## config.mk

```make
export PLATFORM = sky130hd
export DESIGN_NAME = pdm_div
export DESIGN_NICKNAME = d
export VERILOG_FILES = /design/src/hw/rtl/pdm_pkg.sv /design/src/hw/rtl/pdm_div.sv
export SDC_FILE = /design/constraint.sdc
export NUM_CORES = 1
export LEC_CHECK = 0
export BUFFER_PORTS_ARGS = -buffer_cell sky130_fd_sc_hd__buf_2
export CORE_MARGIN = 3
export CORE_UTILIZATION = 47
export DETAILED_ROUTE_END_ITERATION = 7
export GPL_ROUTABILITY_DRIVEN = 0
export PLACE_DENSITY = 0.74
export SETUP_SLACK_MARGIN = 0.2
export SYNTH_ARGS = -nofsm -noshare
export SYNTH_HDL_FRONTEND = slang
export SYNTH_SLANG_ARGS = --single-unit
```

## constraint.sdc

```tcl
create_clock -name aclk -period 2.6 [get_ports aclk]
set_clock_uncertainty 0.1 [all_clocks]
set_input_delay 0.26 -clock aclk [delete_from_list [all_inputs] [get_ports aclk]]
set_output_delay 0.26 -clock aclk [all_outputs]
set_load 0.01 [all_outputs]
```

## src/hw/rtl/pdm_pkg.sv

```systemverilog
// Shared types, constants and helper functions of the projected descriptor matcher.
package pdm_pkg;

    // Fixed field widths of the request and result channels
    localparam int IDX_W         = 10;
    localparam int COORD_W       = 32;
    localparam int CFG_W         = 31;
    localparam int CFG_IDX_W     = 3;
    localparam int DIM_W         = 13;
    localparam int COUNT_W       = 11;
    localparam int DESC_BITS     = 256;
    localparam int DESC_WORD_W   = 64;
    localparam int DESC_WORDS    = DESC_BITS / DESC_WORD_W;
    localparam int S_TDATA_W     = 368;
    localparam int S_TUSER_W     = 2;
    localparam int M_TDATA_W     = 56;
    localparam int M_TUSER_W     = 1;

    // Default keypoint capacity and the number of slots the index field can reach
    localparam int MAX_KEYPOINTS_DEF = 1024;
    localparam int SLOT_LIMIT        = 1 << IDX_W;

    // Matching constants
    localparam int HAM_W         = 9;
    localparam int DIST_INIT     = 101;
    localparam int HAMMING_LIMIT = 100;
    localparam int RECIP_TEN     = 205;
    localparam int RECIP_SHIFT   = 11;
    localparam int R2_NARROW     = 1225;
    localparam int R2_WIDE       = 4900;
    localparam int SQ_W          = 48;

    // Request kinds
    typedef enum logic [1:0] {
        REQ_LOAD_KP   = 2'd0,
        REQ_LOAD_POSE = 2'd1,
        REQ_QUERY     = 2'd2,
        REQ_CLEAR     = 2'd3
    } req_type_t;

    // Configuration register indexes
    localparam logic [CFG_IDX_W-1:0] CFG_FOCAL_X   = 3'd0;
    localparam logic [CFG_IDX_W-1:0] CFG_FOCAL_Y   = 3'd1;
    localparam logic [CFG_IDX_W-1:0] CFG_CENTER_X  = 3'd2;
    localparam logic [CFG_IDX_W-1:0] CFG_CENTER_Y  = 3'd3;
    localparam logic [CFG_IDX_W-1:0] CFG_IMG_W     = 3'd4;
    localparam logic [CFG_IDX_W-1:0] CFG_IMG_H     = 3'd5;
    localparam logic [CFG_IDX_W-1:0] CFG_STEREO_BF = 3'd6;
    localparam logic [CFG_IDX_W-1:0] CFG_LOST_MODE = 3'd7;

    // Control flags that travel with each keypoint down the scan chain
    typedef struct packed {
        logic valid;
        logic en;
        logic last;
    } scan_ctl_t;

    // Sequencer states
    typedef enum logic [4:0] {
        ST_SWEEP,
        ST_IDLE,
        ST_CAM,
        ST_MUL_U,
        ST_DIVS_U,
        ST_DIVW_U,
        ST_MUL_V,
        ST_DIVS_V,
        ST_DIVW_V,
        ST_CHECK,
        ST_SCAN,
        ST_DRAIN,
        ST_DECIDE,
        ST_FETCH,
        ST_READ,
        ST_DIVW_R,
        ST_RESULT
    } pdm_state_t;

    // Population count of one descriptor word, byte by byte
    function automatic logic [6:0] popcount64(input logic [63:0] w);
        logic [3:0] byte_cnt [8];
        logic [6:0] total;
        total = '0;
        for (int b = 0; b < 8; b++) begin
            byte_cnt[b] = '0;
            for (int k = 0; k < 8; k++) begin
                byte_cnt[b] = byte_cnt[b] + 4'(w[8*b+k]);
            end
        end
        for (int b = 0; b < 8; b++) begin
            total = total + 7'(byte_cnt[b]);
        end
        return total;
    endfunction

    // Saturate a 64-bit signed value to 32 bits
    function automatic logic signed [31:0] sat32(input logic signed [63:0] x);
        logic signed [31:0] r;
        if (x > 64'sd2147483647) begin
            r = 32'sh7FFFFFFF;
        end else if (x < -64'sd2147483648) begin
            r = 32'sh80000000;
        end else begin
            r = x[31:0];
        end
        return r;
    endfunction

endpackage

```

## src/hw/rtl/pdm_div.sv

```systemverilog
// Restoring divider, one quotient bit per cycle, 64-bit dividend by 32-bit divisor.
module pdm_div (
    input  logic        aclk,
    input  logic        aresetn,
    input  logic        start,
    input  logic [63:0] dividend,
    input  logic [31:0] divisor,
    output logic        done,
    output logic [63:0] quotient
);
    import pdm_pkg::*;

    logic        run_reg,  run_next;
    logic        done_reg, done_next;
    logic [6:0]  cnt_reg,  cnt_next;
    logic [63:0] dvd_reg,  dvd_next;
    logic [32:0] rem_reg,  rem_next;
    logic [31:0] dsr_reg;
    logic [32:0] trial;

    // One shift-and-subtract step
    always_comb begin
        run_next  = run_reg;
        done_next = 1'b0;
        cnt_next  = cnt_reg;
        dvd_next  = dvd_reg;
        rem_next  = rem_reg;
        trial     = {rem_reg[31:0], dvd_reg[63]};
        if (start) begin
            run_next = 1'b1;
            cnt_next = 7'd64;
            dvd_next = dividend;
            rem_next = '0;
        end else if (run_reg) begin
            if (trial >= {1'b0, dsr_reg}) begin
                rem_next = trial - {1'b0, dsr_reg};
                dvd_next = {dvd_reg[62:0], 1'b1};
            end else begin
                rem_next = trial;
                dvd_next = {dvd_reg[62:0], 1'b0};
            end
            cnt_next = cnt_reg - 7'd1;
            if (cnt_reg == 7'd1) begin
                run_next  = 1'b0;
                done_next = 1'b1;
            end
        end
    end

    always_ff @(posedge aclk) begin
        if (!aresetn) begin
            run_reg  <= 1'b0;
            done_reg <= 1'b0;
            cnt_reg  <= '0;
        end else begin
            run_reg  <= run_next;
            done_reg <= done_next;
            cnt_reg  <= cnt_next;
        end
    end

    // Operands carry no reset
    always_ff @(posedge aclk) begin
        dvd_reg <= dvd_next;
        rem_reg <= rem_next;
        if (start) begin
            dsr_reg <= divisor;
        end
    end

    assign done     = done_reg;
    assign quotient = dvd_reg;

endmodule

```

### After elaboration in Yosys (flattened, before gate mapping)

Cells that the tools add are included.

* input bits: 99
* output and inout port bits: 65
* logic and storage cells: 26
* memories: 0
* memory bits (writable): 0
* ROM bits: 0
* latch bits: 0
* register bits after elaboration: 137

* divide/modulo/power cells: 0
* equality and inequality tests: 1
* multiply operators: 0
* add/subtract/negate cells: 2
* reductions and logical operators: 3
* mux-type cells: 10
* shifts and indexed selects: 0
* order comparisons: 1
* bitwise operators: 2

Operators by type and width (count)
* $mux 64: 2
* $ge 33x32->1: 1
* $mux 32: 1
* $sub 32x32->32: 1
* $mux 7: 2
* $eq 7x1->1 const B: 1
* $sub 7x1->7 const B: 1
* $mux 1: 5
* $reduce_or 3->1: 1
* $not 1->1: 2
* $reduce_bool 2->1: 1
* $reduce_or 2->1: 1

### Depth between registers and ports, before layout

* depth in word-level cells: 4
* mapped depth: 14
* depth with buffers taken out: 12

### Least setup slack after synthesis

No wires, ideal clock.

* path type: flip-flop to flip-flop
* from: reg dsr_reg[16]
* to: reg dvd_reg[0] (netlist: quotient[0]) (data pin)
* arrival: 2.324 ns
* setup slack: -0.084 ns
* cell stages (with the launch flop): 13
* data required time: 2.240 ns
* setup time: 0.260 ns
* path through: edfxtp_1 > inv_1 > ha_1 > buf_2 > a21oi_2 > o21ai_2 > or2_4 > nor3_4 > o21ai_2 > a21oi_4 > o21ai_1 > buf_2 > mux2_2

* word-level cells in the longest chain between the ends: 4

RTL lines
* start: declaration: RTL line pdm_div.sv:18 `logic [31:0] dsr_reg;`
* start signal: assignment: RTL line pdm_div.sv:67 `dsr_reg <= divisor;`
* $ge 33x32->1: RTL line pdm_div.sv:35 `if (trial >= {1'b0, dsr_reg}) begin`
* $mux 1: RTL line pdm_div.sv:35
* $mux 64: RTL line pdm_div.sv:34 `end else if (run_reg) begin`
* $mux 64: RTL line pdm_div.sv:29 `if (start) begin`
* named net dvd_next[0]: RTL line pdm_div.sv:16 `logic [63:0] dvd_reg, dvd_next;`
* end signal: assignment: RTL line pdm_div.sv:64 `dvd_reg <= dvd_next;`
* end: declaration: RTL line pdm_div.sv:16

The timed path passes the listed nets, and every way through them passes these cells. The select of a mux whose other input is x is not followed.
A chain may end at the register's enable or synchronous reset.

### Worst setup path after layout

* from: reg dsr_reg[12]
* to: reg rem_reg[31]

* word-level cells in the longest chain between the ends: 2
* elaborated cells between the ends (all ways): 3
* classes of those cells: add/sub (1); order compare (1); mux (1)

RTL lines
* $sub 32x32->32 or $ge 33x32->1 (tied branches): RTL line pdm_div.sv:36, pdm_div.sv:35
* $mux 32 (*): RTL line pdm_div.sv:35
* end signal: assignment: RTL line pdm_div.sv:65 `rem_reg <= rem_next;`
* end: declaration: RTL line pdm_div.sv:17 `logic [32:0] rem_reg, rem_next;`

Every way passes the cells marked *; elsewhere a longest branch is shown, timed or not.

==> results.json <==
{
  "ant_nets": 0,
  "route.detailed.drc": 0,
  "cts_sinks": 137,
  "rsz0062_at_grt": "true",
  "clk_pin_slew_ps": 70,
  "htreeDepth": 4,
  "critPathCaptureType": "flip-flop",
  "max_cap_violations": 0,
  "ir_worst_vdd_mv": 0.579,
  "run_status": "finished with violations",
  "hp-start": "dividend[20]",
  "nets": 1046,
  "yosysSeqAreaShare_pct": 50.8,
  "r2r-start": "dsr_reg[12]$_DFFE_PP_",
  "largest_reg_flops": 64,
  "cp.required_ps": 2840,
  "violations": "setup timing",
  "die_h_microns": 131,
  "cts_tree": "done",
  "regToRegSetupSlack_ps": -80,
  "yosysWarningCount": 0,
  "crit_type": "flip-flop to flip-flop",
  "tightest_slew_ps": 773,
  "vias": 6122,
  "seq_area_sq_mm": 0.00370,
  "multi_input_area_sq_mm": 0.00380,
  "wl_per_cell_microns": 17.6,
  "synth_most_common_cell": "edfxtp_1",
  "grt_pass1_wl_microns": 30900,
  "ys_types": 64,
  "die_w_microns": 131,
  "cts_buffers": 17,
  "synthTopCellsByCount": "edfxtp_1, mux2_2, nand2_1",
  "relSlewSlack_pct": 48.3,
  "num_antenna_cells": 0,
  "crit_fanout": 4,
  "syn_area_sq_mm": 0.00729,
  "setup_tns_ps": -536,
  "max_clock_freq_ghz": 0.373,
  "routed_wl_microns": 19500,
  "worstPathArrival_ps": 2930,
  "p_per_area_mw_per_mm2": 671,
  "final_cell_area_sq_mm": 0.0104,
  "grt_pass1_vias": 6335,
  "syn_avg_cell_area_sq_um": 11.3,
  "syn_nets": 778,
  "track_usage_pct": 23.0,
  "vias_per_cell": 5.52,
  "min_to": "quotient[20]$_DFFE_PP_",
  "synth_area_leader_cell": "edfxtp_1",
  "hold_depth": 2,
  "synthArstFlopShare_pct": 0,
  "synth_top_area_share_pct": 39.5,
  "finalHoldViolCount": 0,
  "synth-seq-cells": 137,
  "drive_above_1_share_pct": 47.5,
  "synth-edff-count": 96,
  "antenna_found_initial": 0,
  "grt_max_degree": 124,
  "drv_slew": 0,
  "regToRegEndpoint": "rem_reg[31]$_SDFFE_PP0P_",
  "fin_crit_sh_pct": 103,
  "period_needed_ps": 2680,
  "drtIter0Drc": 423,
  "area_growth_pct": 42.0,
  "dieArea_sq_mm": 0.0171,
  "start_util_pct": 49.1,
  "num-fill-cells": 1058,
  "synth_cells": 644,
  "timing.final.ws_setup_ps": -83.8,
  "firstDrtPassIters": 5,
  "ioPinCount": 164,
  "p_leak_nw": 4.32,
  "insertion_delay_ps": 430,
  "worstRegToRegCells": 11,
  "hold-worst-slack_ps": 31.4,
  "finalSetupViolations": 19,
  "rows": 44,
  "ys.flop_type": "edfxtp_1",
  "grt-ovfl-total": 0,
  "hpwl_microns": 13000,
  "place_area_sq_mm": 0.00884,
  "clockBufferDepth": 2,
  "start_kind": "flip-flop",
  "place.port_buffers": 163,
  "synth_area_leaders": "edfxtp_1, dfxtp_1, mux2_2, ha_1, nand2_1",
  "core_sq_mm": 0.0149,
  "hold_path_class": "input pin to flip-flop",
  "cts_root_buf": "clkbuf_16"
}
==> area by class of cell <==
type,count,area share [%]
flip-flops and latches,137,35.8
inverters,45,1.67
clock inverters,14,1.56
well taps,184,2.22
clock buffers,18,4.14
repair buffers,277,17.9
multi-input cells,434,36.7
==> per-layer routing <==
metal	share of wire, %	track usage (%)
met5	0	0
met3	6.9	6.91
met1	41	28.1
met2	50	38.5
met4	2.2	8.41
==> worst max-delay path by stage <==
| stage | startpoint | end | slack [ps] | cells after the start |
|---|---|---|---|---|
| after global placement | dsr_reg[12]$_DFFE_PP_ | rem_reg[0]$_SDFFE_PP0P_ | -10 | 11 |
| after CTS | dsr_reg[10]$_DFFE_PP_ | rem_reg[31]$_SDFFE_PP0P_ | -50 | 13 |
| after floorplan | dsr_reg[10]$_DFFE_PP_ | quotient[0]$_DFFE_PP_ | 40 | 11 |
| after detailed placement | dsr_reg[10]$_DFFE_PP_ | rem_reg[6]$_SDFFE_PP0P_ | -90 | 13 |
| final | dsr_reg[12]$_DFFE_PP_ | rem_reg[31]$_SDFFE_PP0P_ | -80 | 11 |
| after global routing | dsr_reg[7]$_DFFE_PP_ | rem_reg[8]$_SDFFE_PP0P_ | -170 | 12 |
==> where the power goes <==
group	leakage [nW]	switching (W)	internal, W
logic	2.75	0.000905	0.000913
registers	1.29	0.000126	0.00257
clock network	0.279	0.000999	0.00144
total	4.32	0.00203	0.00492
==> cells by family after synthesis <==
| kind of cell | synth area share, % |
|---|---|
| adders and majority gates | 6.11 |
| AOI/OAI and AO/OA | 14.2 |
| buffers and inverters | 4.08 |
| xor gates and xnor gates | 3.96 |
| muxes | 11.3 |
| DFF | 50.8 |
| and+or+nand+nor | 9.66 |
==> stage by stage <==
step                util [%]  worst slack [ps]  std cells  total power (W)
finish                  69.7             -83.8       1109          0.00695
global route            69.7              -174       1109          0.00726
CTS                     68.7             -54.8       1104          0.00690
detailed placement      59.5             -88.2       1025          0.00422
global placement        59.5             -10.7       1025          0.00418
floorplan                  -              39.7        644          0.00366
==> cell usage in the layout (no fill, tap or decap), types with 5 or more instances in the layout <==
cell and count:
inv_1 37, buf_4 68, inv_2 6, nand2b_1 5, a21o_1 10, xor2_1 11
clkbuf_16 17, a211oi_2 5, nor2_1 36, mux2i_1 9, mux2_2 64, a311oi_1 5
nand4_1 6, o211ai_1 12, nand2_2 11, nand3_1 5, o21ai_2 6, a311oi_2 8
dfxtp_1 40, ha_1 18, a21oi_1 18, ha_4 15, buf_6 9, o21ai_1 10
o21a_1 9, a21oi_4 6, xnor2_1 22, edfxtp_1 96, dlygate4sd3_1 33, a21oi_2 10
nor3_1 10, buf_2 162, o21ai_0 8, nand2_1 51
==> critical path, cell delays in order, from the launching register on <==
cell and delay (ps):
edfxtp_1 380, inv_2 70, ha_4 200, a21oi_4 160, nand2_1 70, or3_4 400
o21a_4 230, o211ai_2 190, a21oi_2 90, o21ai_1 120, or3b_4 390, a211oi_2 190
==> repair_timing <==
action                                 in CTS  in global routing
hold buffers                               33                  0
endpoints found under the hold margin      33                  0
setup buffers                              13                  5
gates cloned                                1                  0
pin swaps                                  33                 18
setup endpoints to repair                  33                 33
resized for setup                          63                 31
Note: power is estimated with default switching activity, not from simulation.
